`src/sv/dltq_pkg.sv`:
```
// shared types and constants for the delta-list timer queue
`default_nettype none
package dltq_pkg;

    localparam int SLOTS   = 16;
    localparam int IDX_W   = 6;
    localparam int TAG_W   = 8;
    localparam int ID_W    = 4;
    localparam int TIME_W  = 32;
    localparam int AMT_W   = 16;
    localparam int RES_W   = 5;

    localparam logic [1:0] OP_TICK     = 2'd0;
    localparam logic [1:0] OP_ADD      = 2'd1;
    localparam logic [1:0] OP_DELETE   = 2'd2;
    localparam logic [1:0] OP_DISPATCH = 2'd3;

    localparam logic [AMT_W-1:0] TICK_RESET = 16'd10;

    typedef struct packed {
        logic [1:0]        operation;
        logic [TAG_W-1:0]  task_tag;
        logic [TIME_W-1:0] delay;
        logic [TIME_W-1:0] period;
        logic [ID_W-1:0]   task_id;
    } req_word_t;

    typedef struct packed {
        logic [RES_W-1:0] result_value;
        logic             run_valid;
        logic [TAG_W-1:0] run_tag;
    } rsp_word_t;

    typedef struct packed {
        logic              used;
        logic              ready;
        logic [TAG_W-1:0]  tag;
        logic [ID_W-1:0]   ident;
        logic [TIME_W-1:0] delta;
        logic [TIME_W-1:0] period;
    } slot_t;

    typedef enum logic [1:0] {
        CMD_NONE,
        CMD_TICK,
        CMD_INS,
        CMD_DEL
    } cmd_kind_t;

    typedef struct packed {
        cmd_kind_t         kind;
        logic [IDX_W-1:0]  idx;
        logic              split;
        logic [TAG_W-1:0]  tag;
        logic [ID_W-1:0]   ident;
        logic [TIME_W-1:0] period;
        logic [TIME_W-1:0] delta;
        logic [TIME_W-1:0] rest;
        logic [AMT_W-1:0]  amount;
    } cmd_t;

endpackage
`default_nettype wire

```
`src/sv/dltq_ctrl.sv`:
```
// sequencer: walks the slot row and issues shift commands to the cells
`default_nettype none
module dltq_ctrl (
    input  wire logic                       clk,
    input  wire logic                       rst_n,
    input  wire logic                       req_valid,
    output logic                            req_stall,
    input  wire dltq_pkg::req_word_t         req_word,
    output logic                            rsp_valid,
    input  wire logic                       rsp_stall,
    output dltq_pkg::rsp_word_t              rsp_word,
    input  wire logic                       cfg_write,
    input  wire logic [dltq_pkg::AMT_W-1:0] cfg_data,
    input  wire dltq_pkg::slot_t             slots [dltq_pkg::SLOTS],
    output dltq_pkg::cmd_t                   cmd
);
    import dltq_pkg::*;

    localparam int IW = (SLOTS > 1) ? $clog2(SLOTS) : 1;
    localparam int AW = TIME_W + IW + 1;
    localparam logic [IW-1:0] LAST = IW'(SLOTS - 1);

    typedef enum logic [2:0] {
        S_IDLE,
        S_ADD_PREP,
        S_ADD_SCAN,
        S_DEL_SCAN,
        S_DONE
    } state_t;

    state_t            state_reg, state_next;
    logic [IW-1:0]     idx_reg, idx_next;
    logic [AW-1:0]     acc_reg, acc_next;
    logic [TAG_W-1:0]  tag_reg, tag_next;
    logic [TIME_W-1:0] delay_reg, delay_next;
    logic [TIME_W-1:0] period_reg, period_next;
    logic [ID_W-1:0]   id_reg, id_next;
    logic              disp_reg, disp_next;
    logic [RES_W-1:0]  res_reg, res_next;
    logic              runv_reg, runv_next;
    logic [TAG_W-1:0]  runtag_reg, runtag_next;
    logic [AMT_W-1:0]  amount_reg, amount_next;
    logic              out_valid_reg, out_valid_next;
    rsp_word_t         out_word_reg, out_word_next;

    slot_t         sel;
    slot_t         last_slot;
    logic [AW-1:0] acc_sum;
    logic [AW-1:0] delay_ext;
    logic          over;
    logic          accept;

    assign sel       = slots[idx_reg];
    assign last_slot = slots[SLOTS-1];
    assign delay_ext = AW'(delay_reg);
    assign acc_sum   = acc_reg + AW'(sel.delta);
    assign over      = acc_sum > delay_ext;
    assign req_stall = (state_reg != S_IDLE);
    assign accept    = req_valid && !req_stall;

    always_comb
    begin
        state_next     = state_reg;
        idx_next       = idx_reg;
        acc_next       = acc_reg;
        tag_next       = tag_reg;
        delay_next     = delay_reg;
        period_next    = period_reg;
        id_next        = id_reg;
        disp_next      = disp_reg;
        res_next       = res_reg;
        runv_next      = runv_reg;
        runtag_next    = runtag_reg;
        amount_next    = amount_reg;
        out_valid_next = out_valid_reg;
        out_word_next  = out_word_reg;
        cmd            = '0;
        cmd.kind       = CMD_NONE;

        if (cfg_write)
            amount_next = cfg_data;
        if (out_valid_reg && !rsp_stall)
            out_valid_next = 1'b0;

        unique case (state_reg)
            S_IDLE:
            begin
                if (accept)
                begin
                    res_next    = '0;
                    runv_next   = 1'b0;
                    runtag_next = '0;
                    disp_next   = 1'b0;
                    idx_next    = '0;
                    acc_next    = '0;
                    unique case (req_word.operation)
                        OP_TICK:
                        begin
                            cmd.kind   = CMD_TICK;
                            cmd.amount = amount_reg;
                            state_next = S_DONE;
                        end
                        OP_ADD:
                        begin
                            tag_next    = req_word.task_tag;
                            delay_next  = req_word.delay;
                            period_next = req_word.period;
                            state_next  = S_ADD_PREP;
                        end
                        OP_DELETE:
                        begin
                            id_next    = req_word.task_id;
                            state_next = S_DEL_SCAN;
                        end
                        default:
                        begin
                            state_next = S_DONE;
                            if (slots[0].used && slots[0].ready)
                            begin
                                cmd.kind    = CMD_DEL;
                                cmd.idx     = '0;
                                cmd.ident   = slots[0].ident;
                                runv_next   = 1'b1;
                                runtag_next = slots[0].tag;
                                // periodic task goes back in with delay = period
                                if (slots[0].period != '0)
                                begin
                                    tag_next    = slots[0].tag;
                                    delay_next  = slots[0].period;
                                    period_next = slots[0].period;
                                    disp_next   = 1'b1;
                                    state_next  = S_ADD_PREP;
                                end
                            end
                        end
                    endcase
                end
            end
            S_ADD_PREP:
            begin
                if (last_slot.used)
                begin
                    if (!disp_reg)
                        res_next = RES_W'(SLOTS);
                    state_next = S_DONE;
                end
                else
                begin
                    id_next    = last_slot.ident;
                    idx_next   = '0;
                    acc_next   = '0;
                    state_next = S_ADD_SCAN;
                end
            end
            S_ADD_SCAN:
            begin
                if (over || !sel.used)
                begin
                    cmd.kind   = CMD_INS;
                    cmd.idx    = IDX_W'(idx_reg);
                    cmd.split  = over;
                    cmd.tag    = tag_reg;
                    cmd.ident  = id_reg;
                    cmd.period = period_reg;
                    cmd.rest   = TIME_W'(acc_sum - delay_ext);
                    cmd.delta  = over ? '0 : TIME_W'(delay_ext - acc_sum);
                    if (!disp_reg)
                        res_next = RES_W'(id_reg);
                    state_next = S_DONE;
                end
                else if (idx_reg == LAST)
                begin
                    if (!disp_reg)
                        res_next = RES_W'(SLOTS);
                    state_next = S_DONE;
                end
                else
                begin
                    idx_next = idx_reg + 1'b1;
                    acc_next = acc_sum;
                end
            end
            S_DEL_SCAN:
            begin
                if (sel.ident == id_reg)
                begin
                    cmd.kind   = CMD_DEL;
                    cmd.idx    = IDX_W'(idx_reg);
                    cmd.ident  = id_reg;
                    res_next   = RES_W'(1);
                    state_next = S_DONE;
                end
                else if (idx_reg == LAST)
                begin
                    res_next   = '0;
                    state_next = S_DONE;
                end
                else
                begin
                    idx_next = idx_reg + 1'b1;
                end
            end
            S_DONE:
            begin
                if (!out_valid_reg || !rsp_stall)
                begin
                    out_valid_next             = 1'b1;
                    out_word_next.result_value = res_reg;
                    out_word_next.run_valid    = runv_reg;
                    out_word_next.run_tag      = runtag_reg;
                    state_next                 = S_IDLE;
                end
            end
            default:
            begin
                state_next = S_IDLE;
            end
        endcase
    end

    always_ff @(posedge clk or negedge rst_n)
    begin
        if (!rst_n)
        begin
            state_reg     <= S_IDLE;
            idx_reg       <= '0;
            acc_reg       <= '0;
            tag_reg       <= '0;
            delay_reg     <= '0;
            period_reg    <= '0;
            id_reg        <= '0;
            disp_reg      <= 1'b0;
            res_reg       <= '0;
            runv_reg      <= 1'b0;
            runtag_reg    <= '0;
            amount_reg    <= TICK_RESET;
            out_valid_reg <= 1'b0;
            out_word_reg  <= '0;
        end
        else
        begin
            state_reg     <= state_next;
            idx_reg       <= idx_next;
            acc_reg       <= acc_next;
            tag_reg       <= tag_next;
            delay_reg     <= delay_next;
            period_reg    <= period_next;
            id_reg        <= id_next;
            disp_reg      <= disp_next;
            res_reg       <= res_next;
            runv_reg      <= runv_next;
            runtag_reg    <= runtag_next;
            amount_reg    <= amount_next;
            out_valid_reg <= out_valid_next;
            out_word_reg  <= out_word_next;
        end
    end

    assign rsp_valid = out_valid_reg;
    assign rsp_word  = out_word_reg;

endmodule
`default_nettype wire

```
`config.mk`:
```
export PLATFORM = sky130hd
export DESIGN_NAME = dltq_ctrl
export DESIGN_NICKNAME = d
export VERILOG_FILES = /design/src/sv/dltq_pkg.sv /design/src/sv/dltq_ctrl.sv
export SDC_FILE = /design/constraint.sdc
export NUM_CORES = 1
export LEC_CHECK = 0
export CAP_MARGIN = 20
export CORE_AREA = 8 8 571 573
export DETAILED_ROUTE_END_ITERATION = 10
export DIE_AREA = 0 0 579 581
export DONT_BUFFER_PORTS = 1
export PLACE_DENSITY = 0.3
export SYNTH_ARGS = -nofsm -noshare
export SYNTH_HDL_FRONTEND = slang
export SYNTH_SLANG_ARGS = --single-unit
```
`constraint.sdc`:
```
create_clock -name clk -period 11.8 [get_ports clk]
set_input_delay 1.77 -clock clk [delete_from_list [all_inputs] [get_ports clk]]
set_output_delay 1.77 -clock clk [all_outputs]
set_load 0.005 [all_outputs]
```
# After elaboration in Yosys (flattened, before gate mapping)
# Index checks and enable logic that the tools add are counted.
[word_totals] ff_bits=166 in_bits=1347
[classes] n_addsub=4 n_lt_le_gt_ge=2 n_eq_ne=19 n_mux=72 n_bitwise=2 reduce_logical=29
[op_table] op="binary-select mux 78 bit (select 4 bit)" n=1
[op_table] op="two-way mux 78 bit" n=2
[op_table] op="two-way mux 37 bit" n=4
[op_table] op="case mux 32 bit (2 select lines)" n=2
[op_table] op="two-way mux 117 bit" n=1
[op_table] op="case mux 37 bit (3 select lines)" n=1
[op_table] op="two-way mux 32 bit" n=3
[op_table] op="two-way mux 96 bit" n=1
[op_table] op="subtractor 32 bit" n=2
[op_table] op="two-way mux 8 bit" n=7
[op_table] op="two-way mux 16 bit" n=3
[op_table] op="two-way mux 4 bit" n=12
[op_table] op="two-way mux 5 bit" n=8
[op_table] op="adder 37 x 32 -> 37 bit" n=1
[op_table] op="> comparator 37 x 32 -> 1 bit" n=1
[op_table] op="nonzero test 32 bit" n=1
[op_table] op="two-way mux 3 bit" n=8
[op_table] op="case mux 8 bit (3 select lines)" n=1
[op_table] op="case mux 5 bit (4 select lines)" n=1
[op_table] op="case mux 4 bit (4 select lines)" n=1
[op_table] op="case mux 8 bit (2 select lines)" n=1
[op_table] op="case mux 3 bit (5 select lines)" n=1
[op_table] op="AND reduction 5 bit" n=3
[op_table] op="inequality test 2 bit, second input constant" n=7
[op_table] op="other kinds (33)" n=55

# Depth between registers and ports, before layout
[logic_depth] word_depth=9 depth_mapped=37 mapped_depth_nobuf=31

# Least setup slack after synthesis
# No wires, ideal clock.
[synth_path] path_type="reg2out" start="register idx_reg[0]" end="output cmd[24] (netlist name)" arrival_ps=7091 t_required_ps=10030 path_slack_ps=2939 path_stages_with_launch=34 path_buffers=6 cell_sequence="dfrtp_1 -> buf_2 -> buf_2 -> buf_2 -> buf_1 -> mux4_2 -> a22oi_1 -> nand2_1 -> ha_1 -> inv_1 -> fa_1 -> nor2b_1 -> o31a_4 -> o21ai_2 -> o21ai_2 -> a21oi_1 -> o21ai_0 -> a21oi_1 -> o21bai_1 -> a21oi_1 -> xor2_1 -> inv_1 -> ha_1 -> inv_1 -> nor3_1 -> nand4_1 -> a211o_1 -> and3_1 -> o32a_4 -> and3_1 -> nand2b_4 -> buf_6 -> buf_2 -> nor3_2"
[synth_rtl] item="from (decl)" line="dltq_ctrl.sv:32" source="logic [IW-1:0] idx_reg, idx_next;"
[synth_rtl] item="from (signal assigned)" line="dltq_ctrl.sv:243" source="idx_reg <= idx_next;"
[synth_rtl] item="to (decl)" line="dltq_ctrl.sv:15" source="output dltq_pkg::cmd_t cmd"

==> results by group <==
Status
  – Status: completed

Floorplan
  – Die W: 579 um
  – Die span in y: 581 um
  – FP Rows: 207
  – I/O pin count: 1496
  – Placeable core area: 317000 um2
  – Starting density of the core: 0.0579
  – Die Area: 336000 um2

Timing
  – Setup TNS: 0 ns
  – Max-slew headroom: 0.289
  – Final Hold Viols: 0
  – Final period utilization: 0.928
  – Max Slew Vio Count: 0
  – Skew final: 0.0294 ns
  – Max Freq: 91.3 MHz
  – Unrepaired setup endpoints after global routing: false
  – Final setup fails: 0
  – Slew @ Worst Pin: 1.04 ns
  – Post-route minimum period: 10.95 ns

Yosys
  – Synthesis Warnings: 0
  – Post-Synthesis Cells: 2169
  – Seq/Total Area, Yosys: 0.227
  – Count of cell types in the netlist: 84
  – Largest family of logic cells by synthesized area: compound AO/OA/AOI/OAI gates
  – Most common cell in the synthesized netlist: a21oi_1
  – Post-synthesis simple-gate area fraction: 0.162
  – Multiplexer area fraction after synthesis: 0.206
  – Post-synthesis adder-cell area fraction: 0.0722
  – Compound-Gate Fraction of Synth Area: 0.238
  – Top-area cell type share of the netlist area: 0.224
  – Synth Area in XOR/XNOR: 0.0382
  – Synth top area cells: dfrtp_1 22%, mux4_2 11%, a21oi_1 7.8%
  – Main synth FF type: dfrtp_1
  – Flops & latches, synth: 166
  – Post-synth EDFFs: 0
  – Area leader, netlist: dfrtp_1
  – Commonest cells in the netlist: 285 x a21oi_1, 183 x nor2_1, 164 x dfrtp_1, 155 x nand2_1, 146 x o21ai_0
  – Fraction of registers with async set/reset: 1.00
  – Mapped Area: 18300 um2
  – Post-Synthesis Mean Instance Area: 8.46 um2

Detailed routing
  – First DRT Iteration DRCs: 1151
  – Detailed-route via count: 18.2k
  – DRT Pass-1 Iters: 5
  – ANT nets after route: 0
  – Drc violations: 0
  – Via density: 2.82
  – Final WL: 172000 um
  – Drt wl/cell: 26.7 um

Cells and area
  – Fraction of layout cells with a size suffix above 1: 0.183
  – Fin area: 25100 um2
  – Largest register FFs: 37
  – Final net count: 3633
  – Area Overhead vs Synth: 36.6%
  – Final core area utilization: 0.0791

Worst setup path
  – CP delay by family, top: compound AO/OA/AOI/OAI gates
  – Critical Path Max Stage Delay: 0.57 ns
  – Max stage delay cell, worst path: mux2i_2
  – Critical path peak fanout: 14
  – Setup crit end kind: output port
  – Startpoint Class: input port
  – CP arrival: 9.18 ns
  – Critical path class: in -> out
  – Most numerous cell on the critical path: buf_4
  – CP Data Required Time: 10.03 ns
  – WP buf/inv: 7

Global route
  – Global-route wire length before repair: 209000 um
  – Largest net degree at the start of global routing: 167
  – GRT Total Usage: 0.0969
  – Initial antenna violation count: 166
  – GRT Residual Overflow: 0
  – Vias in the first global route: 18.4k

Clock tree
  – H-tree levels: 4
  – Root Driver: clkbuf_16
  – CTS Sinks: 166
  – CTS-repair resized insts: 0
  – CTS Hold Bufs: 0
  – Max Root-Sink Buffers: 2
  – CTS tree: built
  – CTS Buf Count: 17
  – Clk_lat worst skew: 0.52 ns
  – Clock transition at path regs: 0.07 ns
  – Setup bufs post-CTS: 0

Placement
  – Cell Area, Placed: 24300 um2
  – Routability cong.: 0.855
  – DP HPWL: 154000 um
  – # port buffers: 0

Flow run
  – Max Cap Viol: 0

Power
  – Worst vdd ir: 0.132 mV
  – PD cells: 345 nW/um2
  – Leakage: 0.00861 uW

Min path
  – HP Class: reg -> reg
-- where the power goes --
part | internal [uW] | total, uW | switching, uW
registers | 781 | 1090 | 305
clock network | 305 | 646 | 340
logic | 2500 | 6920 | 4430
total | 3580 | 8660 | 5070
-- metrics by stage --
stage / setup WS [ns] / instances / hold slack [ns] / power (uW)
after floorplan: 2.94 / 2170 / 0.446 / 5220
after global placement: 0.446 / 6341 / 0.462 / 8210
after detailed placement: 0.527 / 6343 / 0.466 / 8170
after CTS: 0.485 / 6375 / 0.484 / 8890
after global routing: 0.160 / 6409 / 0.517 / 9360
final: 0.849 / 6446 / 0.481 / 8660
-- path summary, 6_finish.rpt --
check	to	cells after the start	start	slack, ns
setup reg to reg	acc_reg[18]	30	idx_reg[0]	2.86
hold reg to reg	runtag_reg[5]	2	runtag_reg[5]	0.48
max in group asynchronous	idx_reg[1]	0	rst_n	10.38
min in group asynchronous	amount_reg[6]	0	rst_n	0.95
hold / removal	runtag_reg[5]	2	runtag_reg[5]	0.48
setup / recovery	cmd[61]	29	slots[817]	0.85
-- area by class of cell --
| cell class | instances | area (um2) |
|---|---|---|
| antenna | 71 | 178 |
| clock buffer | 18 | 429 |
| clock inverter | 14 | 181 |
| fill | 36984 | 292000 |
| inverter | 94 | 353 |
| multi-input combinational | 1751 | 13200 |
| sequential | 166 | 4170 |
| tap | 4180 | 5230 |
| timing repair buffer | 152 | 1310 |
-- cells by family after synthesis --
| kind of cell | Yosys count |
|---|---|
| adder cells (fa/ha/maj) | 104 |
| other | 1 |
| AND/OR/NAND/NOR | 610 |
| buffers and inverters | 253 |
| AO/OA/AOI/OAI | 693 |
| XOR/XNOR | 80 |
| flip-flops | 166 |
| multiplexers | 262 |
-- routing by layer --
metal | wire (um) | track usage
met4 | 5630 | 0.0293
met2 | 87000 | 0.178
met3 | 11400 | 0.0212
met5 | 208 | 0
met1 | 67900 | 0.111
-- worst register-to-register path, delay by kind of cell (launching register included) --
kind | cells | cell delay (ns)
DFF | 1 | 0.84
xor gates and xnor gates | 1 | 0.40
buffers and inverters | 7 | 1.54
and+or+nand+nor | 9 | 2.26
AOI/OAI and AO/OA | 10 | 2.55
muxes | 1 | 0.37
adders and majority gates | 2 | 0.91
-- placed cells by master, fill, tap and decap left out, drive strengths merged, types with 14 or more instances in the layout --
cell      n
a21o     54
a22oi    32
nor2b    53
diode    71
inv     100
clkbuf   18
nor2    186
mux4     86
nand3    27
o31ai    34
mux2i   112
a221oi   33
a21oi   285
and3     23
ha      101
o21ai   155
dfrtp   164
o21bai   19
xnor2    45
and2     71
nand2   156
mux2     64
nor4     14
xor2     35
nand4    22
buf     152
nor3     25
nand2b   17
Power figures use the tool's default switching activity.
