==> config.mk <==
export PLATFORM = sky130hd
export DESIGN_NAME = dltq_cell
export DESIGN_NICKNAME = d
export VERILOG_FILES = /design/src/sv/dltq_pkg.sv /design/src/sv/dltq_cell.sv
export SDC_FILE = /design/constraint.sdc
export NUM_CORES = 1
export LEC_CHECK = 0
export ABC_AREA = 1
export BUFFER_PORTS_ARGS = -buffer_cell sky130_fd_sc_hd__buf_2
export CAP_MARGIN = 20
export CORE_AREA = 2 2 199 201
export DETAILED_ROUTE_END_ITERATION = 7
export DIE_AREA = 0 0 201 203
export PLACE_DENSITY = 0.58
export SETUP_SLACK_MARGIN = 0.02
export SYNTH_ARGS = -nofsm -noshare
export SYNTH_HDL_FRONTEND = slang
export SYNTH_SLANG_ARGS = --single-unit
==> constraint.sdc <==
create_clock -name clk -period 2.9 [get_ports clk]
set_input_delay 0.145 -clock clk [delete_from_list [all_inputs] [get_ports clk]]
set_output_delay 0.145 -clock clk [all_outputs]
set_load 0.05 [all_outputs]
==> src/sv/dltq_pkg.sv <==
// shared types and constants for the delta-list timer queue
`default_nettype none
package dltq_pkg;

    localparam int SLOTS   = 16;
    localparam int IDX_W   = 6;
    localparam int TAG_W   = 8;
    localparam int ID_W    = 4;
    localparam int TIME_W  = 32;
    localparam int AMT_W   = 16;
    localparam int RES_W   = 5;

    localparam logic [1:0] OP_TICK     = 2'd0;
    localparam logic [1:0] OP_ADD      = 2'd1;
    localparam logic [1:0] OP_DELETE   = 2'd2;
    localparam logic [1:0] OP_DISPATCH = 2'd3;

    localparam logic [AMT_W-1:0] TICK_RESET = 16'd10;

    typedef struct packed {
        logic [1:0]        operation;
        logic [TAG_W-1:0]  task_tag;
        logic [TIME_W-1:0] delay;
        logic [TIME_W-1:0] period;
        logic [ID_W-1:0]   task_id;
    } req_word_t;

    typedef struct packed {
        logic [RES_W-1:0] result_value;
        logic             run_valid;
        logic [TAG_W-1:0] run_tag;
    } rsp_word_t;

    typedef struct packed {
        logic              used;
        logic              ready;
        logic [TAG_W-1:0]  tag;
        logic [ID_W-1:0]   ident;
        logic [TIME_W-1:0] delta;
        logic [TIME_W-1:0] period;
    } slot_t;

    typedef enum logic [1:0] {
        CMD_NONE,
        CMD_TICK,
        CMD_INS,
        CMD_DEL
    } cmd_kind_t;

    typedef struct packed {
        cmd_kind_t         kind;
        logic [IDX_W-1:0]  idx;
        logic              split;
        logic [TAG_W-1:0]  tag;
        logic [ID_W-1:0]   ident;
        logic [TIME_W-1:0] period;
        logic [TIME_W-1:0] delta;
        logic [TIME_W-1:0] rest;
        logic [AMT_W-1:0]  amount;
    } cmd_t;

endpackage
`default_nettype wire

==> src/sv/dltq_cell.sv <==
// one slot of the delta list, shifts with its neighbors on insert and delete
`default_nettype none
module dltq_cell #(
    parameter int IDX   = 0
) (
    input  wire logic           clk,
    input  wire logic           rst_n,
    input  wire dltq_pkg::cmd_t  cmd,
    input  wire dltq_pkg::slot_t left_slot,
    input  wire dltq_pkg::slot_t right_slot,
    output dltq_pkg::slot_t      slot
);
    import dltq_pkg::*;

    localparam logic [IDX_W-1:0] MY = IDX_W'(IDX);
    localparam bit IS_LAST = (IDX == SLOTS - 1);
    localparam slot_t SLOT_RESET = '{used: 1'b0, ready: 1'b0, tag: '0,
                                     ident: ID_W'(SLOTS - 1 - IDX),
                                     delta: '0, period: '0};

    slot_t s_reg;
    slot_t s_next;
    logic [TIME_W-1:0] tick_amt;
    logic [TIME_W-1:0] ins_delta;

    assign tick_amt = TIME_W'(cmd.amount);

    always_comb
    begin
        s_next = s_reg;
        ins_delta = cmd.delta;
        if (cmd.split && !IS_LAST)
        begin
            ins_delta = s_reg.delta - cmd.rest;
        end
        unique case (cmd.kind)
            CMD_TICK:
            begin
                if (IDX == 0 && s_reg.used)
                begin
                    if (s_reg.delta > tick_amt)
                        s_next.delta = s_reg.delta - tick_amt;
                    else
                        s_next.delta = '0;
                    if (s_next.delta == '0)
                        s_next.ready = 1'b1;
                end
            end
            CMD_INS:
            begin
                if (MY > cmd.idx)
                begin
                    s_next = left_slot;
                    // successor of a split slot keeps the remainder
                    if (MY == IDX_W'(cmd.idx + 1'b1) && cmd.split)
                    begin
                        s_next.delta = cmd.rest;
                        if (cmd.rest == '0)
                            s_next.ready = 1'b1;
                    end
                end
                else if (MY == cmd.idx)
                begin
                    s_next.used   = 1'b1;
                    s_next.tag    = cmd.tag;
                    s_next.ident  = cmd.ident;
                    s_next.period = cmd.period;
                    s_next.delta  = ins_delta;
                    s_next.ready  = (ins_delta == '0);
                end
            end
            CMD_DEL:
            begin
                if (IS_LAST && MY >= cmd.idx)
                begin
                    s_next        = '0;
                    s_next.ident  = cmd.ident;
                end
                else if (MY == cmd.idx)
                begin
                    s_next = right_slot;
                    // fold the removed delta into a used successor
                    if (right_slot.used)
                        s_next.delta = right_slot.delta + s_reg.delta;
                end
                else if (MY > cmd.idx)
                begin
                    s_next = right_slot;
                end
            end
            default:
            begin
                s_next = s_reg;
            end
        endcase
    end

    always_ff @(posedge clk or negedge rst_n)
    begin
        if (!rst_n)
        begin
            s_reg <= SLOT_RESET;
        end
        else
        begin
            s_reg <= s_next;
        end
    end

    assign slot = s_reg;

endmodule
`default_nettype wire

# Word-level counts from Yosys, hierarchy flattened
# Cells that the tools add are included.
totals:
  word_cells: 50
  output_inout_bits: 78
  mem_count: 0
  mem_bits_rw: 0
  latchBits: 0
  regBits: 78
  mem_bits_ro: 0
classes:
  reduce_logical: 11
  n_mul: 0
  magnitude_cmp: 2
  eq_ne: 7
  bitwise: 0
  div: 0
  addsub: 4
  mux: 20
  shift: 0
ops:
  columns: ["op", "count"]
  rows:
  - ["78-bit two-way mux", 4]
  - ["32-bit two-way mux", 7]
  - ["32-bit zero test", 3]
  - ["32-bit one-hot mux with 3 select lines", 1]
  - ["32-bit one-hot mux with 2 select lines", 1]
  - ["32-bit adder", 1]
  - ["32-bit by 16-bit greater-than comparator with 1-bit output", 1]
  - ["32-bit by 16-bit subtractor with 32-bit output", 1]
  - ["32-bit subtractor", 1]
  - ["12-bit one-hot mux with 2 select lines", 1]
  - ["6-bit zero test", 2]
  - ["6-bit by 1-bit adder with 6-bit output (second input constant)", 1]
  - ["1-bit by 6-bit greater-than comparator with 1-bit output (first input constant)", 1]
  - ["3-bit inequality test (second input constant)", 2]
  - ["5-bit AND reduction", 1]
  - ["2-bit equality test (second input constant)", 2]
  - ["1-bit two-way mux", 4]
  - ["2-bit inequality test (second input constant)", 2]
  - ["4-bit AND reduction", 1]
  - ["1-bit one-hot mux with 3 select lines", 1]
  - ["3-bit AND reduction", 1]
  - ["3-bit nonzero test", 1]
  - ["2-bit by 1-bit equality test with 1-bit output (second input constant)", 1]
  - ["1-bit one-hot mux with 2 select lines", 1]
  - ["other kinds (2)", 2]

# Depth between registers and ports, before layout
# Gate-level depths: netlist (run 1).
depth:
  word_depth: 8
  depth_mapped: 22
  mapped_depth_nobuf: 22

# Worst setup path after synthesis (run 1)
# No wires, ideal clock.
synth_path:
  path_type: "flip-flop to flip-flop"
  start: "reg s_reg (netlist bit slot[32])"
  end: "reg s_reg (netlist bit slot[76])"
  n_path_buf: 1
  stages_incl_launch_ff: 23
  t_required_ns: 2.782
  setup_slack_ns: 0.060
  arrival_time_ns: 2.721
  cell_sequence: "dfrtp_1 -> inv_1 -> ha_1 -> fa_1 -> inv_1 -> nand2_1 -> nand2_1 -> nand3_1 -> nand2_1 -> nand2_2 -> nand2_2 -> nand2_2 -> nand2_4 -> buf_6 -> nand3_1 -> nand2_1 -> inv_1 -> nand2_1 -> nor2_2 -> nand3_2 -> nand2_1 -> nand3_1 -> nand2_1"
synth_between:
  elab_chain_cells: 7
synth_rtl:
  columns: ["element", "line_no", "rtl"]
  rows:
  - ["start, declared", "dltq_cell.sv:21", "slot_t s_reg;"]
  - ["start signal, assigned", "dltq_cell.sv:106", "s_reg <= s_next;"]
  - ["32-bit by 16-bit subtractor with 32-bit output / 32-bit by 16-bit greater-than comparator with 1-bit output (equally long branches)", "dltq_cell.sv:42, dltq_cell.sv:41", null]
  - ["32-bit two-way mux", "dltq_cell.sv:41", "if (s_reg.delta > tick_amt)"]
  - ["32-bit two-way mux", "dltq_cell.sv:39", "if (IDX == 0 && s_reg.used)"]
  - ["32-bit two-way mux", "dltq_cell.sv:36", "unique case (cmd.kind)"]
  - ["32-bit zero test", "dltq_cell.sv:45", "if (s_next.delta == '0)"]
  - ["2-bit inequality test (no line)", null, null]
  - ["5-bit AND reduction (no line)", null, null]
# Parallel ways exist; a longest one is shown, timed or not. The select of a mux whose other input is x is not followed.
# A chain may end at the register's enable or synchronous reset.

# Worst setup path in the final report (run 1)
layout_path:
  start: "reg s_reg (netlist bit slot[38])"
  end: "reg s_reg (netlist bit slot[76])"
# The elaborated chain is that of the path after synthesis.

==> results of run 1 <==
==> per-layer routing <==
metal  wire length (um)  part of all wire  vias up  track usage
met3               2544             0.053       47      0.02729
met1              22740              0.47     6390       0.3174
li1                   -                 -     7098            -
met4                912             0.019        0      0.05714
met5                  0                 0        -            0
met2              22100              0.46      416       0.3815
==> through the flow <==
stage	hold WS [ps]	instance area [um^2]	worst slack, ps	instances	utilization
floorplan	-150.6	11080	60.47	2004	-
global placement	278.1	13780	59.33	2864	0.3583
detailed placement	278.4	13780	19.75	2864	0.3583
CTS	1.575	14140	43.05	2886	0.3675
global route	13.70	14240	-65.87	2886	0.3701
finish	21.79	14240	142.8	2886	0.3701
==> cells in the mapped netlist (all sizes together), types with 12 or more instances <==
| cell | n |
|---|---|
| a31oi | 56 |
| ha | 79 |
| inv | 322 |
| nand2 | 715 |
| xnor2 | 12 |
| nor3 | 19 |
| a21oi | 75 |
| clkbuf | 37 |
| dfrtp | 74 |
| nand3 | 149 |
| nor2 | 262 |
| nand4 | 28 |
| o21ai | 64 |
| xor2 | 19 |
| o211ai | 14 |
==> cells by family after synthesis <==
family | Yosys count | synth area share
AND/OR/NAND/NOR | 1193 | 0.4408
AO/OA/AOI/OAI | 249 | 0.1348
XOR/XNOR | 31 | 0.02451
multiplexers | 1 | 0.0009035
adder cells (fa/ha/maj) | 82 | 0.09464
flip-flops | 78 | 0.1766
buffers and inverters | 370 | 0.1277
==> area by class of cell <==
class                   count  area (um^2)
fillers                  4380        24230
inverters                 322         1209
clock buffers              10        229.0
clock inverters             6        61.31
multi-input cells        1556         7826
repair buffers            396         2302
flip-flops and latches     78         1962
well taps                 518        648.1
==> final timing paths <==
kind / from / end / cells after the start
worst min register to register: slot[64]$_DFFE_PN1P_ / slot[64]$_DFFE_PN1P_ / 2
worst max register to register: slot[38]$_DFFE_PN0P_ / slot[76]$_DFFE_PN0P_ / 19
worst min-delay path: cmd[114] / slot[66]$_DFFE_PN1P_ / 3
worst max-delay path: slot[38]$_DFFE_PN0P_ / slot[76]$_DFFE_PN0P_ / 19
max in group asynchronous: rst_n / slot[35]$_DFFE_PN0P_ / 3
min in group asynchronous: rst_n / slot[28]$_DFFE_PN0P_ / 2
==> critical path, cell delays in order, from the launching register on <==
cell,delay [ps]
dfrtp_1,480
ha_1,360
buf_4,170
nand2_1,100
inv_1,60
a21oi_1,140
nand2_1,150
nand2_1,110
nand2_1,80
nand2_1,70
nand2_1,120
nand2_1,100
nand3_1,150
nor2_1,130
nand2_1,70
nor2_2,110
nand3_2,100
nand2_1,60
nand3_1,70
nand2_1,60
==> power by group <==
part | total (mW) | switching (mW) | internal, mW | leakage, nW
sequential | 1.56 | 0.230 | 1.33 | 0.935
combinational | 6.56 | 4.34 | 2.22 | 6.88
clock | 1.20 | 0.533 | 0.667 | 0.143
total | 9.32 | 5.10 | 4.22 | 7.96
==> timing repair <==
| item | in CTS | in global routing |
|---|---|---|
| endpoints found under the setup margin | 1 | 11 |
| hold buffers | 6 | 0 |
| hold endpoints to repair | 53 | 0 |
| cloned | 0 | 0 |
| gates resized for setup | 1 | 28 |
| pin swaps | 0 | 1 |
==> results.ini, run 1 <==
[yosys]
seq_area_frac_synth = 0.1766
synth_top_area_frac = 0.2388
yosys_warnings = 0
netlist_top_cells_area = nand2_1 (24%), dfrtp_1 (17%), inv_1 (11%), ha_1 (8.9%), nor2_1 (8.6%)
synthArstFlopShare = 1.000
synth-edff-count = 0
syn_inst = 2004
synth_cell_type_count = 49
synth_area_mm2 = 0.01108
synth_nets = 2377
synth_ff_type = dfrtp_1
syn_avg_cell_area_um2 = 5.529
synth_area_leader_cell = nand2_1
yosys_register_bits = 78

[clock_network]
clockBufferDepth = 2
cts_sinks = 78
htree_num_levels = 3
numCtsBuffers = 9
clock_latency_ps = 370
cts_setup_buffers = 0
cts_root_buf = clkbuf_16
path_clk_slew_ps = 70
cts_tree = done

[layout]
final_cell_mix = nand2_1 (704), inv_1 (312), buf_2 (289)
final_common_cell = nand2_1
largest_register_ffs = 78
area_growth_syn_to_layout_pct = 28.50
fin_nets = 2736
num_antenna_cells = 0
drive_gt1_frac = 0.2023

[timing]
fin_skew_ps = 14.19
slew_violations = 0
worst_pin_slew_ps = 820.6
hold_viol_final = 0
max_freq_mhz = 362.7
relSlewSlack = 0.4529
fin_crit_ps = 2757
post-route-period-util = 0.9507
setup-tns-final_ps = 0
finalSetupViolCount = 0
rsz0062_at_grt = yes

[route]
num_vias = 13951
viasPerCell = 4.834
avgRoutedWirePerCell_um = 16.74
ant_nets = 0
drc = 0
first_iter_violations = 1141
finalWirelength_mm = 48.30
firstDrtPassIters = 5

[setup_path]
crit_path_end_kind = flip-flop
critical_path_class = flip-flop to flip-flop
arrival_ps = 3060
crit_required_ps = 3210
start_kind = flip-flop
r2r_slack_ps = 140
crit_fanout = 3

[global_route]
grt_use_total = 0.2302
grt_pass1_wl_mm = 72.76
grt-ovfl-total = 0
grt_max_degree = 90
grt_pass1_vias = 13144
antenna_found_initial = 0

[pwr]
power_mw = 9.320
power_density_mw_per_mm2 = 654.6
irDropWorstVdd_mv = 0.2587
p_leak_nw = 7.962

[outcome]
outcome = complete, no violations

[placement]
dpl.hpwl_mm = 40.90
gp_congestion = 0.9718
io_buffers = 290

[floorplan]
core_area_mm2 = 0.03847
fp.dieH_um = 203
die_width_um = 201
dieArea_mm2 = 0.04080
ios = 369
initial_core_util = 0.2880
std_cell_rows = 72

[run]
cap_violations = 0

[min_path]
hold_class = input port to flip-flop

(Power assumes the default switching activity.)
==> inputs of run 2 (changes only) <==
--- a/config.mk
+++ b/config.mk
@@ -6,8 +6,8 @@
 export NUM_CORES = 1
 export LEC_CHECK = 0
 export ABC_AREA = 1
-export BUFFER_PORTS_ARGS = -buffer_cell sky130_fd_sc_hd__buf_2
-export CAP_MARGIN = 20
+export BUFFER_PORTS_ARGS = -buffer_cell sky130_fd_sc_hd__clkbuf_2
+export CAP_MARGIN = 5
 export CORE_AREA = 2 2 199 201
 export DETAILED_ROUTE_END_ITERATION = 7
 export DIE_AREA = 0 0 201 203
==> results.ini, run 2 (synthesized netlist as in run 1, its figures left out) <==
[clock_network]
cts_sinks = 78  ; unchanged
clockBufferDepth = 2  ; unchanged
path_clk_slew_ps = 70  ; about the same
numCtsBuffers = 9  ; unchanged
clock_latency_ps = 370  ; about the same
htree_num_levels = 3  ; unchanged
cts_tree = done  ; unchanged
cts_root_buf = clkbuf_16  ; unchanged

[floorplan]
fp.dieH_um = 203  ; unchanged
ios = 369  ; unchanged
core_area_mm2 = 0.03847  ; unchanged
dieArea_mm2 = 0.04080  ; unchanged
initial_core_util = 0.2880  ; unchanged
die_width_um = 201  ; unchanged
std_cell_rows = 72  ; unchanged

[global_route]
antenna_found_initial = 0  ; unchanged
grt_max_degree = 81  ; was 90
grt-ovfl-total = 0  ; unchanged
grt_pass1_wl_mm = 72.57  ; was 72.76 mm
grt_pass1_vias = 13131  ; was 13144
grt_use_total = 0.2299  ; was 0.2302

[layout]
final_common_cell = nand2_1  ; unchanged
drive_gt1_frac = 0.2102  ; was 0.2023
num_antenna_cells = 0  ; unchanged
nFillCells = 4332  ; was 4380
final_cell_mix = nand2_1 (698), inv_1 (312), clkbuf_2 (289)  ; was nand2_1 (704), inv_1 (312), buf_2 (289)
largest_register_ffs = 78  ; unchanged
fin_nets = 2732  ; was 2736
area_growth_syn_to_layout_pct = 29.68  ; was 28.50%

[timing]
fin_skew_ps = 13.75  ; was 14.19 ps
finalSetupViolCount = 0  ; unchanged
post-route-period-util = 0.9582  ; was 0.9507
fin_crit_ps = 2779  ; was 2757 ps
hold_viol_final = 0  ; unchanged
fin_ws_ps = 121.2  ; was 142.8 ps
relSlewSlack = 0.5227  ; was 0.4529
max_freq_mhz = 359.9  ; was 362.7 MHz
slew_violations = 0  ; unchanged
worst_pin_slew_ps = 715.9  ; was 820.6 ps
rsz0062_at_grt = yes  ; unchanged

[setup_path]
crit_required_ps = 3200  ; was 3210 ps
arrival_ps = 3080  ; was 3060 ps
r2r_slack_ps = 120  ; was 140 ps
crit_buf_inv = 2  ; unchanged
crit_fanout = 6  ; was 3
rr_startpoint = slot[40]$_DFFE_PN0P_  ; was slot[38]$_DFFE_PN0P_
reg2regPathDepth = 18  ; was 19
critPathTopFamily = simple AND/OR/NAND/NOR gates  ; unchanged
critPathMaxStageDelay_ps = 470  ; was 480 ps
start_kind = flip-flop  ; unchanged
crit_slowest_cell = dfrtp_1  ; unchanged
path_common_cell = nand2_1  ; unchanged
crit_chain = ha_1 -> nand2_1 -> inv_2 -> nand2_2 -> nor3_2 -> nand3_2 -> nand2_4 -> nand2_8 -> buf_4 -> nand3_1 -> nand2_1 -> nor2_1 -> nand2_1 -> nor2_2 -> nand3_2 -> nand2_1 -> nand3_1 -> nand2_1  ; was ha_1 -> buf_4 -> nand2_1 -> inv_1 -> a21oi_1 -> nand2_1 -> nand2_1 -> nand2_1 -> nand2_1 -> nand2_1 -> nand2_1 -> nand3_1 -> nor2_1 -> nand2_1 -> nor2_2 -> nand3_2 -> nand2_1 -> nand3_1 -> nand2_1
critical_path_class = flip-flop to flip-flop  ; unchanged
crit_path_end_kind = flip-flop  ; unchanged
rr_endpoint = slot[76]$_DFFE_PN0P_  ; unchanged

[placement]
io_buffers = 290  ; unchanged
pre_cts_ws_ps = 13.64  ; was 19.75 ps
gp_congestion = 0.9640  ; was 0.9718
dpl.hpwl_mm = 40.84  ; was 40.90 mm

[min_path]
min-delay-start = cmd[94]  ; was cmd[114]
hold_class = input port to flip-flop  ; unchanged
worstHoldEndpoint = slot[14]$_DFFE_PN0P_  ; was slot[66]$_DFFE_PN1P_
hold-path-cell-count = 3  ; unchanged

[route]
num_vias = 13921  ; was 13951
drc = 0  ; unchanged
finalWirelength_mm = 48.39  ; was 48.30 mm
first_iter_violations = 1101  ; was 1141
viasPerCell = 4.830  ; was 4.834
avgRoutedWirePerCell_um = 16.79  ; was 16.74 um
ant_nets = 0  ; unchanged
firstDrtPassIters = 5  ; unchanged

[pwr]
power_density_mw_per_mm2 = 660.7  ; was 654.6 mW/mm^2
irDropWorstVdd_mv = 0.2968  ; was 0.2587 mV
power_mw = 9.493  ; was 9.320 mW
p_leak_nw = 8.002  ; was 7.962 nW

[run]
cap_violations = 0  ; unchanged

[outcome]
outcome = complete, no violations  ; unchanged

## run 2: worst max-delay path by stage
stage,startpoint,endpoint,slack (ps),cells after the start
floorplan,slot[32]$_DFFE_PN0P_,slot[76]$_DFFE_PN0P_,60,22
global placement,slot[32]$_DFFE_PN0P_,slot[76]$_DFFE_PN0P_,20,18
detailed placement,slot[32]$_DFFE_PN0P_,slot[76]$_DFFE_PN0P_,10,18
CTS,slot[32]$_DFFE_PN0P_,slot[76]$_DFFE_PN0P_,30,22
global route,slot[37]$_DFFE_PN0P_,slot[48]$_DFFE_PN0P_,-20,15
finish,slot[40]$_DFFE_PN0P_,slot[76]$_DFFE_PN0P_,120,18
## run 2: power by group
group          internal (mW)  leakage, nW  switching [mW]
combinational           2.21         6.91            4.35
sequential              1.33        0.931           0.285
clock                  0.784        0.159           0.536
total                   4.33         8.00            5.17
## run 2: final cells by class
cell class	instances	area, um^2	share of cell area
Clock inverter	6	93.84	0.006531
Timing Repair Buffer	390	2252	0.1568
Inverter	322	1209	0.08412
Sequential cell	78	1967	0.1369
Multi-Input combinational cell	1558	7959	0.5540
Clock buffer	10	239.0	0.01663
Tap cell	518	648.1	0.04511
## run 2: per-stage QoR
| step | TNS [ps] | hold slack (ps) | area [um^2] | utilization | std cells |
|---|---|---|---|---|---|
| global placement | 0 | 246.8 | 13700 | 0.3560 | 2854 |
| finish | 0 | 16.13 | 14370 | 0.3735 | 2882 |
| global route | -31.99 | 18.65 | 14370 | 0.3735 | 2882 |
| CTS | 0 | 3.522 | 14120 | 0.3671 | 2879 |
| floorplan | 0 | -150.6 | 11080 | - | 2004 |
| detailed placement | 0 | 247.9 | 13700 | 0.3560 | 2854 |
## run 2: timing repair
item,CTS,global route
hold endpoints to repair,48,0
cloned,0,2
hold buffers,9,0
setup buffers,0,1
gates resized for setup,1,54
setup endpoints to repair,1,10
pin swaps,0,2
## run 2: worst reg2reg max path, cell delays in order, from the launching register on
cell and delay, ps:
dfrtp_1 470, ha_1 350, nand2_1 120, inv_2 80
nand2_2 60, nor3_2 210, nand3_2 170, nand2_4 180
nand2_8 100, buf_4 180, nand3_1 110, nand2_1 70
nor2_1 160, nand2_1 90, nor2_2 100, nand3_2 70
nand2_1 60, nand3_1 70, nand2_1 60
## run 2: metal layers
| layer | routed length, um | GRT usage |
|---|---|---|
| met5 | 0 | 0 |
| met4 | 863 | 0.05741 |
| met3 | 3123 | 0.03467 |
| met2 | 22260 | 0.3789 |
| met1 | 22140 | 0.3141 |
==> inputs of run 3 (changes only) <==
--- a/config.mk
+++ b/config.mk
@@ -11,7 +11,7 @@
 export CORE_AREA = 2 2 199 201
 export DETAILED_ROUTE_END_ITERATION = 7
 export DIE_AREA = 0 0 201 203
-export PLACE_DENSITY = 0.58
+export PLACE_DENSITY = 0.6
 export SETUP_SLACK_MARGIN = 0.02
 export SYNTH_ARGS = -nofsm -noshare
 export SYNTH_HDL_FRONTEND = slang
==> constraint.sdc (replaced) <==
create_clock -name clk -period 2.5 [get_ports clk]
set_input_delay 0.125 -clock clk [delete_from_list [all_inputs] [get_ports clk]]
set_output_delay 0.125 -clock clk [all_outputs]
set_load 0.05 [all_outputs]
==> results.ini, run 3 (synthesized netlist as in run 1, its figures left out) <==
[placement]
dpl.hpwl_mm = 42.65  ; was 40.84 mm
gp_congestion = 0.9865  ; was 0.9640
pre_cts_ws_ps = -452.3  ; was 13.64 ps
io_buffers = 290  ; unchanged

[timing]
worst_pin_slew_ps = 682.6  ; was 715.9 ps
fin_crit_ps = 2634  ; was 2779 ps
fin_ws_ps = -133.7  ; was 121.2 ps
relSlewSlack = 0.5449  ; was 0.5227
finalSetupViolCount = 5  ; was 0
slew_violations = 0  ; unchanged
max_freq_mhz = 379.7  ; was 359.9 MHz
rsz0062_at_grt = yes  ; unchanged
fin_skew_ps = 14.59  ; was 13.75 ps
post-route-period-util = 1.053  ; was 0.9582
hold_viol_final = 0  ; unchanged

[global_route]
grt_pass1_vias = 14722  ; was 13131
antenna_found_initial = 1  ; was 0
grt-ovfl-total = 0  ; unchanged
grt_use_total = 0.2505  ; was 0.2299
grt_pass1_wl_mm = 79.36  ; was 72.57 mm
grt_max_degree = 90  ; was 81

[clock_network]
clockBufferDepth = 2  ; unchanged
numCtsBuffers = 9  ; unchanged
cts_tree = done  ; unchanged
clock_latency_ps = 380  ; was 370 ps
cts_sinks = 78  ; unchanged
cts_root_buf = clkbuf_16  ; unchanged
path_clk_slew_ps = 70  ; about the same
htree_num_levels = 3  ; unchanged

[pwr]
power_density_mw_per_mm2 = 753.1  ; was 660.7 mW/mm^2
clkPwrFrac = 0.096  ; was 0.139
combPwrFrac = 0.764  ; was 0.690
power_mw = 13.88  ; was 9.493 mW
p_leak_nw = 9.790  ; was 8.002 nW
pwr-share-seq = 0.139  ; was 0.171
irDropWorstVdd_mv = 0.3398  ; was 0.2968 mV
p_sw_mw = 7.033  ; was 5.168 mW
p_int_mw = 6.844  ; was 4.325 mW
swShare = 0.5068  ; was 0.5444

[min_path]
min-delay-start = cmd[111]  ; was cmd[94]
worstHoldEndpoint = slot[31]$_DFFE_PN0P_  ; was slot[14]$_DFFE_PN0P_
hold-path-cell-count = 3  ; unchanged
hold_class = input port to flip-flop  ; unchanged

[setup_path]
crit_fanout = 4  ; was 6
crit_path_end_kind = flip-flop  ; unchanged
start_kind = flip-flop  ; unchanged
r2r_slack_ps = -130  ; was 120 ps
critical_path_class = flip-flop to flip-flop  ; unchanged
rr_startpoint = slot[41]$_DFFE_PN0P_  ; was slot[40]$_DFFE_PN0P_
reg2regPathDepth = 19  ; was 18
arrival_ps = 2950  ; was 3080 ps
rr_endpoint = slot[76]$_DFFE_PN0P_  ; unchanged
crit_required_ps = 2820  ; was 3200 ps

[floorplan]
initial_core_util = 0.2880  ; unchanged
ios = 369  ; unchanged
core_area_mm2 = 0.03847  ; unchanged
std_cell_rows = 72  ; unchanged
dieArea_mm2 = 0.04080  ; unchanged
fp.dieH_um = 203  ; unchanged
die_width_um = 201  ; unchanged

[layout]
area_growth_syn_to_layout_pct = 66.31  ; was 29.68%
regArea_mm2 = 0.001983  ; was 0.001967 mm^2
final_common_cell = nand2_1  ; unchanged
final_cell_mix = nand2_1 (629), buf_4 (332), inv_1 (305)  ; was nand2_1 (698), inv_1 (312), clkbuf_2 (289)
largest_register_ffs = 78  ; unchanged
multi_input_area_mm2 = 0.009255  ; was 0.007959 mm^2
drive_gt1_frac = 0.3698  ; was 0.2102
nFillCells = 3978  ; was 4332
num_antenna_cells = 0  ; unchanged
fin_nets = 3064  ; was 2732

[outcome]
failed_checks = setup timing
outcome = finished, violations left  ; was complete, no violations

[route]
drc = 0  ; unchanged
ant_nets = 0  ; unchanged
num_vias = 15544  ; was 13921
firstDrtPassIters = 7  ; was 5
viasPerCell = 4.836  ; was 4.830
finalWirelength_mm = 53.35  ; was 48.39 mm
first_iter_violations = 1239  ; was 1101
avgRoutedWirePerCell_um = 16.60  ; was 16.79 um

[run]
cap_violations = 0  ; unchanged

==> run 3: worst max path at each step <==
| stage | startpoint | to | slack [ps] | cells past startpoint |
|---|---|---|---|---|
| after global placement | slot[47]$_DFFE_PN0P_ | slot[76]$_DFFE_PN0P_ | -450 | 15 |
| after CTS | slot[32]$_DFFE_PN0P_ | slot[76]$_DFFE_PN0P_ | -100 | 21 |
| final | slot[41]$_DFFE_PN0P_ | slot[76]$_DFFE_PN0P_ | -130 | 19 |
| after global routing | slot[39]$_DFFE_PN0P_ | slot[76]$_DFFE_PN0P_ | -240 | 20 |
| after detailed placement | slot[47]$_DFFE_PN0P_ | slot[76]$_DFFE_PN0P_ | -450 | 15 |
| after floorplan | slot[32]$_DFFE_PN0P_ | slot[76]$_DFFE_PN0P_ | -30 | 22 |
==> run 3: worst max-delay path, stage by stage (launching register included) <==
cell	delay [ps]
dfrtp_2	490
ha_4	300
nand2_2	60
inv_2	80
nand2_4	60
nor3_4	270
buf_6	150
nand2_4	60
buf_6	130
nand3_1	60
nand2_1	80
nand2_2	110
nand3_1	100
nor2_2	150
nand2_4	80
nor2_4	90
nand3_2	90
nand2_1	70
nand3_1	70
nand2_1	50
==> run 3: per-layer routing <==
layer	up-vias	wire (um)	track usage
li1	7742	-	-
met1	7177	23730	0.3404
met2	535	24900	0.4199
met3	88	3173	0.02408
met4	2	1538	0.07566
met5	-	11	0
==> run 3: final cells by class <==
class | count | share of cell area
multi-input combinational | 1558 | 0.5023
timing repair buffer | 722 | 0.2740
clock buffer | 9 | 0.01222
tap | 518 | 0.03517
clock inverter | 7 | 0.002988
sequential | 78 | 0.1076
inverter | 322 | 0.06573
==> run 3: stage by stage <==
stage | instance area [um^2] | util | instances | hold WS (ps) | TNS [ps]
final | 18430 | 0.4790 | 3214 | 10.11 | -297.5
after floorplan | 11090 | - | 2004 | -170.6 | -27.84
after global placement | 15450 | 0.4017 | 3082 | 197.5 | -2042
after global routing | 18430 | 0.4790 | 3214 | 18.16 | -2167
after detailed placement | 15450 | 0.4017 | 3082 | 209.5 | -2644
after CTS | 17200 | 0.4470 | 3188 | 0.8187 | -117.1
==> run 3: timing repair <==
item	CTS	global route
gates resized for setup	141	225
hold endpoints to repair	86	0
pin swaps	51	72
cloned	2	0
endpoints found under the setup margin	31	30
setup buffers	14	27
hold buffers	74	0
==> run 3: power groups by stage <==
stage / registers [mW] / clock network (mW) / logic (mW)
after global placement: 1.87 / 0 / 8.69
after floorplan: 2.77 / 0 / 3.97
after detailed placement: 1.89 / 0 / 8.75
after CTS: 1.89 / 1.37 / 9.52
final: 1.93 / 1.34 / 10.6
after global routing: 1.96 / 1.42 / 11.5
